`src/rtl/rbd_pkg.sv`:
```
// rbd_pkg: shared types and constants for the run-length byte decoder.
// Used by every module in rtl/; depends on nothing.
package rbd_pkg;

	localparam int LANE_BYTES_DEF   = 8;
	localparam int CAPACITY_MAX_DEF = 65535;
	localparam int CMD_DEPTH        = 2;

	localparam logic [7:0]  RUN_MARKER_RST      = 8'd255;
	localparam logic [7:0]  LITERAL_MARKER_RST  = 8'd254;
	localparam logic [7:0]  MIN_RUN_RST         = 8'd3;
	localparam logic [15:0] OUTPUT_CAPACITY_RST = 16'd4096;

	typedef enum logic [1:0] {
		REG_RUN_MARKER      = 2'd0,
		REG_LITERAL_MARKER  = 2'd1,
		REG_MIN_RUN         = 2'd2,
		REG_OUTPUT_CAPACITY = 2'd3
	} reg_index_t;

	typedef struct packed {
		logic [7:0]  run_marker;
		logic [7:0]  literal_marker;
		logic [7:0]  min_run;
		logic [15:0] output_capacity;
	} cfg_t;

	// One command: len copies of value, then an end word when last is set.
	typedef struct packed {
		logic [7:0]  value;
		logic [7:0]  len;
		logic        last;
		logic [15:0] total;
	} cmd_t;

	typedef struct packed {
		logic full;
		logic not_empty;
	} q_stat_t;

endpackage

```
`src/rtl/rbd_ifs.sv`:
```
// rbd_ifs: valid/ready channel interfaces for the decoder's input and output.
// Standalone; no package needed.
interface rbd_in_if;
	logic        valid;
	logic        ready;
	logic [7:0]  in_byte;
	logic [15:0] bytes_left;

	modport source (output valid, output in_byte, output bytes_left, input ready);
	modport sink (input valid, input in_byte, input bytes_left, output ready);
endinterface

interface rbd_out_if;
	logic        valid;
	logic        ready;
	logic [63:0] out_data;
	logic [3:0]  byte_count;
	logic        end_of_block;
	logic [15:0] total_length;

	modport source (output valid, output out_data, output byte_count,
		output end_of_block, output total_length, input ready);
	modport sink (input valid, input out_data, input byte_count,
		input end_of_block, input total_length, output ready);
endinterface

```
`src/rtl/rbd_front.sv`:
```
// rbd_front: token parser. Classifies each input byte, tracks the token state
// and capacity, and pushes run/literal/end commands. Uses rbd_pkg.
module rbd_front
	import rbd_pkg::*;
#(
	parameter int CAPACITY_MAX = CAPACITY_MAX_DEF
) (
	input  logic        clk,
	input  logic        arst_n,
	input  cfg_t        cfg,
	input  logic        in_fire,
	input  logic [7:0]  in_byte,
	input  logic [15:0] bytes_left,
	output logic        push,
	output cmd_t        cmd
);

	typedef enum logic [3:0] {
		PH_IDLE      = 4'b0001,
		PH_RUN_COUNT = 4'b0010,
		PH_RUN_VALUE = 4'b0100,
		PH_LIT_COUNT = 4'b1000
	} phase_t;

	localparam logic [15:0] CapMax = 16'(CAPACITY_MAX);

	phase_t      phase_q, phase_d;
	logic [7:0]  run_len_q, run_len_d;
	logic [7:0]  lit_rem_q, lit_rem_d;
	logic [15:0] wt_q, wt_d;
	logic        halted_q, halted_d;

	logic [15:0] cap;
	logic [16:0] sum_run, sum_one, sum_lit;
	logic [7:0]  lit_cnt, lit_cut;
	logic [7:0]  out_len;
	logic        last;

	always_comb begin
		cap     = (cfg.output_capacity > CapMax) ? CapMax : cfg.output_capacity;
		lit_cnt = in_byte + 8'd1;
		lit_cut = ({8'd0, lit_cnt} > bytes_left) ? bytes_left[7:0] : lit_cnt;
		sum_run = {1'b0, wt_q} + {9'd0, run_len_q};
		sum_one = {1'b0, wt_q} + 17'd1;
		sum_lit = {1'b0, wt_q} + {9'd0, lit_cut};
		last    = (bytes_left == 16'd0);

		phase_d   = phase_q;
		run_len_d = run_len_q;
		lit_rem_d = lit_rem_q;
		wt_d      = wt_q;
		halted_d  = halted_q;
		out_len   = 8'd0;

		if (!halted_q) begin
			unique case (phase_q)
				PH_RUN_COUNT: begin
					run_len_d = in_byte + cfg.min_run;
					phase_d   = PH_RUN_VALUE;
				end
				PH_RUN_VALUE: begin
					phase_d = PH_IDLE;
					if (sum_run > {1'b0, cap}) begin
						halted_d = 1'b1;
					end else begin
						out_len = run_len_q;
						wt_d    = sum_run[15:0];
					end
				end
				PH_LIT_COUNT: begin
					phase_d = PH_IDLE;
					if (sum_lit > {1'b0, cap}) begin
						halted_d = 1'b1;
					end else begin
						lit_rem_d = lit_cut;
					end
				end
				default: begin
					priority if (lit_rem_q != 8'd0) begin
						if (sum_one > {1'b0, cap}) begin
							halted_d = 1'b1;
						end else begin
							out_len   = 8'd1;
							wt_d      = sum_one[15:0];
							lit_rem_d = lit_rem_q - 8'd1;
						end
					end else if (in_byte == cfg.run_marker && bytes_left >= 16'd2) begin
						phase_d = PH_RUN_COUNT;
					end else if (in_byte == cfg.literal_marker && bytes_left >= 16'd1) begin
						phase_d = PH_LIT_COUNT;
					end else if (sum_one > {1'b0, cap}) begin
						halted_d = 1'b1;
					end else begin
						out_len = 8'd1;
						wt_d    = sum_one[15:0];
					end
				end
			endcase
		end

		cmd.value = in_byte;
		cmd.len   = out_len;
		cmd.last  = last;
		cmd.total = wt_d;
		push      = in_fire && (out_len != 8'd0 || last);
	end

	always_ff @(posedge clk or negedge arst_n) begin
		if (!arst_n) begin
			phase_q   <= PH_IDLE;
			run_len_q <= '0;
			lit_rem_q <= '0;
			wt_q      <= '0;
			halted_q  <= 1'b0;
		end else if (in_fire) begin
			if (last) begin
				phase_q   <= PH_IDLE;
				run_len_q <= '0;
				lit_rem_q <= '0;
				wt_q      <= '0;
				halted_q  <= 1'b0;
			end else begin
				phase_q   <= phase_d;
				run_len_q <= run_len_d;
				lit_rem_q <= lit_rem_d;
				wt_q      <= wt_d;
				halted_q  <= halted_d;
			end
		end
	end

endmodule

```
`src/rtl/rbd_cmd_fifo.sv`:
```
// rbd_cmd_fifo: short command queue between parser and expander.
// Uses rbd_pkg for cmd_t and q_stat_t.
module rbd_cmd_fifo
	import rbd_pkg::*;
#(
	parameter int DEPTH = CMD_DEPTH
) (
	input  logic    clk,
	input  logic    arst_n,
	input  logic    push,
	input  cmd_t    wr_cmd,
	input  logic    pop,
	output cmd_t    head,
	output q_stat_t stat
);

	localparam int PtrW = (DEPTH > 1) ? $clog2(DEPTH) : 1;
	localparam int CntW = $clog2(DEPTH + 1);
	localparam logic [CntW-1:0] DepthC = CntW'(DEPTH);
	localparam logic [PtrW-1:0] LastPtr = PtrW'(DEPTH - 1);

	cmd_t            entry_q [DEPTH];
	logic [PtrW-1:0] wr_ptr_q, rd_ptr_q;
	logic [CntW-1:0] count_q;

	assign head           = entry_q[rd_ptr_q];
	assign stat.full      = (count_q == DepthC);
	assign stat.not_empty = (count_q != '0);

	always_ff @(posedge clk) begin
		if (push) begin
			entry_q[wr_ptr_q] <= wr_cmd;
		end
	end

	always_ff @(posedge clk or negedge arst_n) begin
		if (!arst_n) begin
			wr_ptr_q <= '0;
			rd_ptr_q <= '0;
			count_q  <= '0;
		end else begin
			if (push) begin
				wr_ptr_q <= (wr_ptr_q == LastPtr) ? '0 : wr_ptr_q + 1'b1;
			end
			if (pop) begin
				rd_ptr_q <= (rd_ptr_q == LastPtr) ? '0 : rd_ptr_q + 1'b1;
			end
			unique case ({push, pop})
				2'b10:   count_q <= count_q + 1'b1;
				2'b01:   count_q <= count_q - 1'b1;
				default: count_q <= count_q;
			endcase
		end
	end

endmodule

```
`src/rtl/rbd_back.sv`:
```
// rbd_back: expander. Turns commands into packed output words and end words,
// held in an output register. Uses rbd_pkg and rbd_out_if.
module rbd_back
	import rbd_pkg::*;
#(
	parameter int LANE_BYTES = LANE_BYTES_DEF
) (
	input  logic      clk,
	input  logic      arst_n,
	input  cmd_t      head,
	input  q_stat_t   stat,
	output logic      pop,
	rbd_out_if.source out_ch
);

	localparam logic [7:0] LaneC = 8'(LANE_BYTES);

	cmd_t        hold_q;
	logic        loaded_q;
	logic        out_valid_q;
	logic [63:0] data_q;
	logic [3:0]  count_q;
	logic        eob_q;
	logic [15:0] total_q;

	cmd_t        cur;
	cmd_t        nxt;
	logic        cur_valid, slot_free, fire, is_data, done;
	logic [7:0]  take;
	logic [63:0] data_d;

	always_comb begin
		cur       = loaded_q ? hold_q : head;
		cur_valid = loaded_q || stat.not_empty;
		slot_free = !out_valid_q || out_ch.ready;
		fire      = slot_free && cur_valid;
		pop       = fire && !loaded_q;
		is_data   = (cur.len != 8'd0);
		take      = (cur.len > LaneC) ? LaneC : cur.len;
		done      = is_data ? (cur.len == take && !cur.last) : 1'b1;
		nxt       = cur;
		nxt.len   = cur.len - take;
		data_d    = '0;
		for (int i = 0; i < LANE_BYTES; i++) begin
			if (8'(i) < take) begin
				data_d[8*i +: 8] = cur.value;
			end
		end
	end

	always_ff @(posedge clk or negedge arst_n) begin
		if (!arst_n) begin
			loaded_q    <= 1'b0;
			out_valid_q <= 1'b0;
		end else if (fire) begin
			loaded_q    <= !done;
			out_valid_q <= 1'b1;
		end else if (out_ch.ready) begin
			out_valid_q <= 1'b0;
		end
	end

	always_ff @(posedge clk) begin
		if (fire) begin
			hold_q  <= nxt;
			data_q  <= data_d;
			count_q <= 4'(take);
			eob_q   <= !is_data;
			total_q <= is_data ? 16'd0 : cur.total;
		end
	end

	assign out_ch.valid        = out_valid_q;
	assign out_ch.out_data     = data_q;
	assign out_ch.byte_count   = count_q;
	assign out_ch.end_of_block = eob_q;
	assign out_ch.total_length = total_q;

endmodule

```
`src/rtl/rle_byte_decoder.sv`:
```
// rle_byte_decoder: marker-based run-length byte stream decoder, top level.
// A word passes the queue reg, then the output reg, after its input byte is accepted.
// Throughput: 1 input byte per cycle for plain and literal bytes while the queue is not full;
// a run of L bytes becomes ceil(L/LANE_BYTES) output words, plus an end word at block end.
// Reset: arst_n clears token state, queue and output valid; config regs go to defaults.
module rle_byte_decoder
	import rbd_pkg::*;
#(
	parameter int LANE_BYTES   = LANE_BYTES_DEF,
	parameter int CAPACITY_MAX = CAPACITY_MAX_DEF
) (
	input  logic        clk,
	input  logic        arst_n,
	rbd_in_if.sink      in_ch,
	rbd_out_if.source   out_ch,
	input  logic        cfg_we,
	input  logic [1:0]  cfg_index,
	input  logic [15:0] cfg_wdata
);

	// Configuration registers; user must write only while the decoder is idle (block does not enforce).
	cfg_t cfg_q;

	always_ff @(posedge clk or negedge arst_n) begin
		if (!arst_n) begin
			cfg_q.run_marker      <= RUN_MARKER_RST;
			cfg_q.literal_marker  <= LITERAL_MARKER_RST;
			cfg_q.min_run         <= MIN_RUN_RST;
			cfg_q.output_capacity <= OUTPUT_CAPACITY_RST;
		end else if (cfg_we) begin
			unique case (reg_index_t'(cfg_index))
				REG_RUN_MARKER:      cfg_q.run_marker      <= cfg_wdata[7:0];
				REG_LITERAL_MARKER:  cfg_q.literal_marker  <= cfg_wdata[7:0];
				REG_MIN_RUN:         cfg_q.min_run         <= cfg_wdata[7:0];
				REG_OUTPUT_CAPACITY: cfg_q.output_capacity <= cfg_wdata;
				default:             cfg_q                 <= cfg_q;
			endcase
		end
	end

	// Front: parses one byte per accepted word, stalls only on a full queue.
	logic    in_fire;
	logic    push, pop;
	cmd_t    push_cmd, head;
	q_stat_t q_stat;

	assign in_ch.ready = !q_stat.full;
	assign in_fire     = in_ch.valid && in_ch.ready;

	rbd_front #(
		.CAPACITY_MAX(CAPACITY_MAX)
	) u_front (
		.clk       (clk),
		.arst_n    (arst_n),
		.cfg       (cfg_q),
		.in_fire   (in_fire),
		.in_byte   (in_ch.in_byte),
		.bytes_left(in_ch.bytes_left),
		.push      (push),
		.cmd       (push_cmd)
	);

	// Command queue decouples parsing from run expansion.
	rbd_cmd_fifo #(
		.DEPTH(CMD_DEPTH)
	) u_fifo (
		.clk   (clk),
		.arst_n(arst_n),
		.push  (push),
		.wr_cmd(push_cmd),
		.pop   (pop),
		.head  (head),
		.stat  (q_stat)
	);

	// Back: expands commands into packed words behind an output register.
	rbd_back #(
		.LANE_BYTES(LANE_BYTES)
	) u_back (
		.clk   (clk),
		.arst_n(arst_n),
		.head  (head),
		.stat  (q_stat),
		.pop   (pop),
		.out_ch(out_ch)
	);

endmodule

```
`src/flat_wrapper.sv`:
```
// flat-port wrapper written by rule: the top's interface ports become plain ports
module rle_byte_decoder_flat import rbd_pkg::*;
#(
	parameter int LANE_BYTES   = LANE_BYTES_DEF,
	parameter int CAPACITY_MAX = CAPACITY_MAX_DEF
)
  (clk, arst_n, cfg_we, cfg_index, cfg_wdata, in_ch_valid, in_ch_in_byte, in_ch_bytes_left, in_ch_ready, out_ch_valid, out_ch_out_data, out_ch_byte_count, out_ch_end_of_block, out_ch_total_length, out_ch_ready);
  rbd_in_if in_ch_i ();
  rbd_out_if out_ch_i ();
  input  logic clk;
  input  logic arst_n;
  input  logic cfg_we;
  input  logic [1:0] cfg_index;
  input  logic [15:0] cfg_wdata;
  input wire logic [$bits(in_ch_i.valid)-1:0] in_ch_valid;
  input wire logic [$bits(in_ch_i.in_byte)-1:0] in_ch_in_byte;
  input wire logic [$bits(in_ch_i.bytes_left)-1:0] in_ch_bytes_left;
  output wire logic [$bits(in_ch_i.ready)-1:0] in_ch_ready;
  output wire logic [$bits(out_ch_i.valid)-1:0] out_ch_valid;
  output wire logic [$bits(out_ch_i.out_data)-1:0] out_ch_out_data;
  output wire logic [$bits(out_ch_i.byte_count)-1:0] out_ch_byte_count;
  output wire logic [$bits(out_ch_i.end_of_block)-1:0] out_ch_end_of_block;
  output wire logic [$bits(out_ch_i.total_length)-1:0] out_ch_total_length;
  input wire logic [$bits(out_ch_i.ready)-1:0] out_ch_ready;
  assign in_ch_i.valid = in_ch_valid;
  assign in_ch_i.in_byte = in_ch_in_byte;
  assign in_ch_i.bytes_left = in_ch_bytes_left;
  assign in_ch_ready = in_ch_i.ready;
  assign out_ch_valid = out_ch_i.valid;
  assign out_ch_out_data = out_ch_i.out_data;
  assign out_ch_byte_count = out_ch_i.byte_count;
  assign out_ch_end_of_block = out_ch_i.end_of_block;
  assign out_ch_total_length = out_ch_i.total_length;
  assign out_ch_i.ready = out_ch_ready;
  rle_byte_decoder #(.LANE_BYTES(LANE_BYTES), .CAPACITY_MAX(CAPACITY_MAX)) u_core (.clk(clk), .arst_n(arst_n), .in_ch(in_ch_i), .out_ch(out_ch_i), .cfg_we(cfg_we), .cfg_index(cfg_index), .cfg_wdata(cfg_wdata));
endmodule
```
`config.mk`:
```
export PLATFORM = sky130hd
export DESIGN_NAME = rle_byte_decoder_flat
export DESIGN_NICKNAME = d
export VERILOG_FILES = /design/src/rtl/rbd_pkg.sv /design/src/rtl/rbd_ifs.sv /design/src/rtl/rbd_front.sv /design/src/rtl/rbd_cmd_fifo.sv /design/src/rtl/rbd_back.sv /design/src/rtl/rle_byte_decoder.sv /design/src/flat_wrapper.sv
export SDC_FILE = /design/constraint.sdc
export NUM_CORES = 1
export LEC_CHECK = 0
export ABC_AREA = 0
export BUFFER_PORTS_ARGS = -buffer_cell sky130_fd_sc_hd__buf_2
export CAP_MARGIN = 20
export CORE_AREA = 4 4 167 169
export DETAILED_ROUTE_END_ITERATION = 6
export DIE_AREA = 0 0 171 173
export PLACE_DENSITY = 0.83
export RECOVER_POWER = 50
export SLEW_MARGIN = 25
export SYNTH_ARGS = -nofsm -noshare
export SYNTH_HDL_FRONTEND = slang
export SYNTH_SLANG_ARGS = --single-unit
```
`constraint.sdc`:
```
create_clock -name clk -period 11.1 [get_ports clk]
set_input_delay 1.11 -clock clk [delete_from_list [all_inputs] [get_ports clk]]
set_output_delay 1.11 -clock clk [all_outputs]
set_load 0.02 [all_outputs]
```
==> summary.md <==
| Metric | Value |
|---|---|
| # Post-CTS Setup Buffers | 0 |
| CP delay by family, top | compound AO/OA/AOI/OAI gates |
| Final wirelength | 34500 um |
| Asr flop ratio synth | 31.1% |
| CTS tree | built |
| Slew HR | -143% |
| DRC Markers | 0 |
| Syn nets | 1427 |
| Wirelength per Cell | 19.4 um |
| Slowest cell on crit path | o21ai_0 |
| Final worst clock skew | 0.0146 ns |
| Reg clk slew, reported paths | 0.07 ns |
| Yosys reg bits | 267 |
| Max-cap viol count | 3 |
| Setup TNS | 0 ns |
| RR Startpoint | u_core.u_front.wt_q[1] |
| Commonest cells in the netlist | edfxtp_1 (184), nor2_1 (155), nand2_1 (95) |
| Row cnt | 60 |
| Yosys warns | 0 |
| Core Region | 26600 sq um |
| Initial antenna violation count | 0 |
| Die Wd | 171 um |
| Number of flops mapped to enable cells by yosys | 184 |
| Post-cts sizing count | 0 |
| RSZ-0062 raised after global routing | false |
| Cts bufs inserted | 28 |
| IO buf count | 133 |
| Hold WC Path Type | reg -> reg |
| Largest area contributor in the netlist | edfxtp_1 |
| H-tree levels | 1 |
| Mapped cell area | 14400 sq um |
| TritonRoute pass-1 iters | 6 |
| Share of the synthesized area in the top cell type | 38.4% |
| Cell area after layout | 16200 sq um |
| Seq/Total Area, Yosys | 52.9% |
| Pin count of the biggest net entering global routing | 68 |
| Via count | 10.5k |
| CP startpoint | in_ch_in_byte[1] |
| Critical path depth in cells | 30 |
| Setup violations, final | 0 |
| Clock Path Buffers | 3 |
| Io pins | 134 |
| Worst Tran Pin Value | 3.64 ns |
| GRT overflow | 0 |
| Status | finished, violations left |
| Initial DRC count | 1069 |
| Min Tclk post-route | 7.51 ns |
| Pleak | 0.00670 uW |
| Starting density of the core | 54.2% |
| Fmax | 0.133 GHz |
| Diodes inserted | 0 |
| Worst path max stage delay | 0.56 ns |
| R2r setup slk | 4.57 ns |
| Setup crit end kind | flip-flop |
| Die height | 173 um |
| Synth area leaders | edfxtp_1 (38%), dfrtp_1 (11%), ha_1 (7.5%) |
| First-pass GRT wire length | 55100 um |
| Setup Crit Path Kind | in -> reg |
| Cell Area, Placed | 15400 sq um |
| Max-slew violation count | 181 |
| Placer Congestion | 0.965 |
| Post-Syn Instances | 1291 |
| Failing checks | capacitance limit, slew limit |
| Sink Count | 267 |
| WHS | 0.502 ns |
| Worst hold start | u_core.cfg_q[15] |
| RR Endpoint | u_core.u_fifo.entry_q[0][30] |
| Gr usage total | 23.0% |
| Final period util | 67.6% |
| HPWL after DPL | 25400 um |
| Post-synth top flop | edfxtp_1 |
| P per Cell Area | 175 nW/um^2 |
| Layout area overhead | 12.2% |
| Vias in the first global route | 10.3k |
| Hold_buf cts | 0 |
| Layout cell share with drive strength beyond 1 | 11.9% |
| Setup crit end | u_core.u_front.lit_rem_q[3] |
| Netlist cell types | 77 |
| Root buffer cell | clkbuf_16 |
| Final Hold Viols | 0 |
| DRT antenna net count | 0 |
| Startpoint types | input pin |
| Vias/cell | 5.89 |
| Clock Latency Late Sink | 0.55 ns |
| Count leader, synth | edfxtp_1 |
| Arrival @ worst endpoint | 7.95 ns |
| CP required | 11.54 ns |
| Worst-path maximum fanout | 10 |
| Syn_area_per_cell | 11.2 sq um |
| Worst path bufs/invs | 1 |
| Die area | 29600 sq um |
| R2R cell count | 19 |
| Final #Nets | 1555 |
| Peak supply drop | 134 uV |
## layout make-up
| cell class | count | area [sq um] |
|---|---|---|
| Fill cell | 2216 | 10400 |
| Sequential cell | 267 | 7630 |
| Multi-Input combinational cell | 922 | 6390 |
| Clock buffer | 33 | 719 |
| Timing Repair Buffer | 146 | 626 |
| Tap cell | 341 | 427 |
| Inverter | 54 | 203 |
| Clock inverter | 18 | 175 |
## stage by stage
step                setup slack (ns)  utilization (%)  instances  power [uW]
floorplan                       2.99                -       1291        1760
detailed placement              3.38             58.0       1730        1960
finish                          3.59             60.8       1781        2840
CTS                             3.95             61.4       1781        2870
global placement                3.62             58.0       1730        1940
global route                    2.94             60.8       1781        2990
## registers in the layout (all words and copies together), names as in the netlist, 2 cells and up
register and flops:
u_core.u_fifo.entry_q 66, u_core.u_back.out_ch.out_data 64, u_core.cfg_q 40, u_core.u_back.hold_q 33
u_core.u_back.out_ch.total_length 16, u_core.u_front.wt_q 16, u_core.u_front.lit_rem_q 8, u_core.u_front.run_len_q 8
u_core.u_back.out_ch.byte_count 4, u_core.u_front.phase_q 4, u_core.u_fifo.count_q 2
## power by group
group	switching [uW]	leakage (uW)	total, uW	internal (uW)
combinational	407	0.00352	635	228
clock	389	0.000429	903	514
sequential	66.9	0.00276	1300	1230
total	863	0.00670	2840	1970
## placed cells by master, fill, tap and decap left out, types with 28 or more instances in the layout
| master | n |
|---|---|
| edfxtp_1 | 184 |
| nor2_1 | 153 |
| clkbuf_1 | 107 |
| nand2_1 | 95 |
| ha_1 | 86 |
| dfrtp_1 | 64 |
| a21oi_1 | 61 |
| o21ai_0 | 58 |
| inv_1 | 53 |
| xnor2_1 | 52 |
| mux2_2 | 45 |
| mux2i_1 | 40 |
| buf_2 | 35 |
| nand3_1 | 31 |
| and2_1 | 30 |
| xor2_1 | 29 |
| clkbuf_16 | 28 |
## logic make-up (layout without fill, tap and decap cells)
family	Yosys count	count (layout)	share of synthesized area [%]
and+or+nand+nor	410	410	13.4
AOI/OAI and AO/OA	256	256	11.7
muxes	85	85	6.30
DFF	267	267	52.9
adders and majority gates	89	89	7.89
other	1	1	0.0260
xor gates and xnor gates	81	81	4.92
buffers and inverters	102	251	2.79
## metal layers
layer / vias up / track usage [%] / routed length [um]
met2: 410 / 37.3 / 16100
met4: 0 / 5.78 / 901
met1: 5042 / 32.7 / 14700
met5: - / 0 / 0
met3: 76 / 3.57 / 2850
li1: 4958 / - / -
## worst min path at each step
stage | to | cells after the start
after floorplan | u_core.u_front.lit_rem_q[7] | 2
after global placement | u_core.u_fifo.count_q[1] | 1
after detailed placement | u_core.u_fifo.count_q[1] | 1
after CTS | u_core.u_back.out_ch.valid | 1
after global routing | u_core.u_fifo.count_q[1] | 1
final | u_core.cfg_q[15] | 1
No activity file was read; power rests on OpenSTA's default activity.
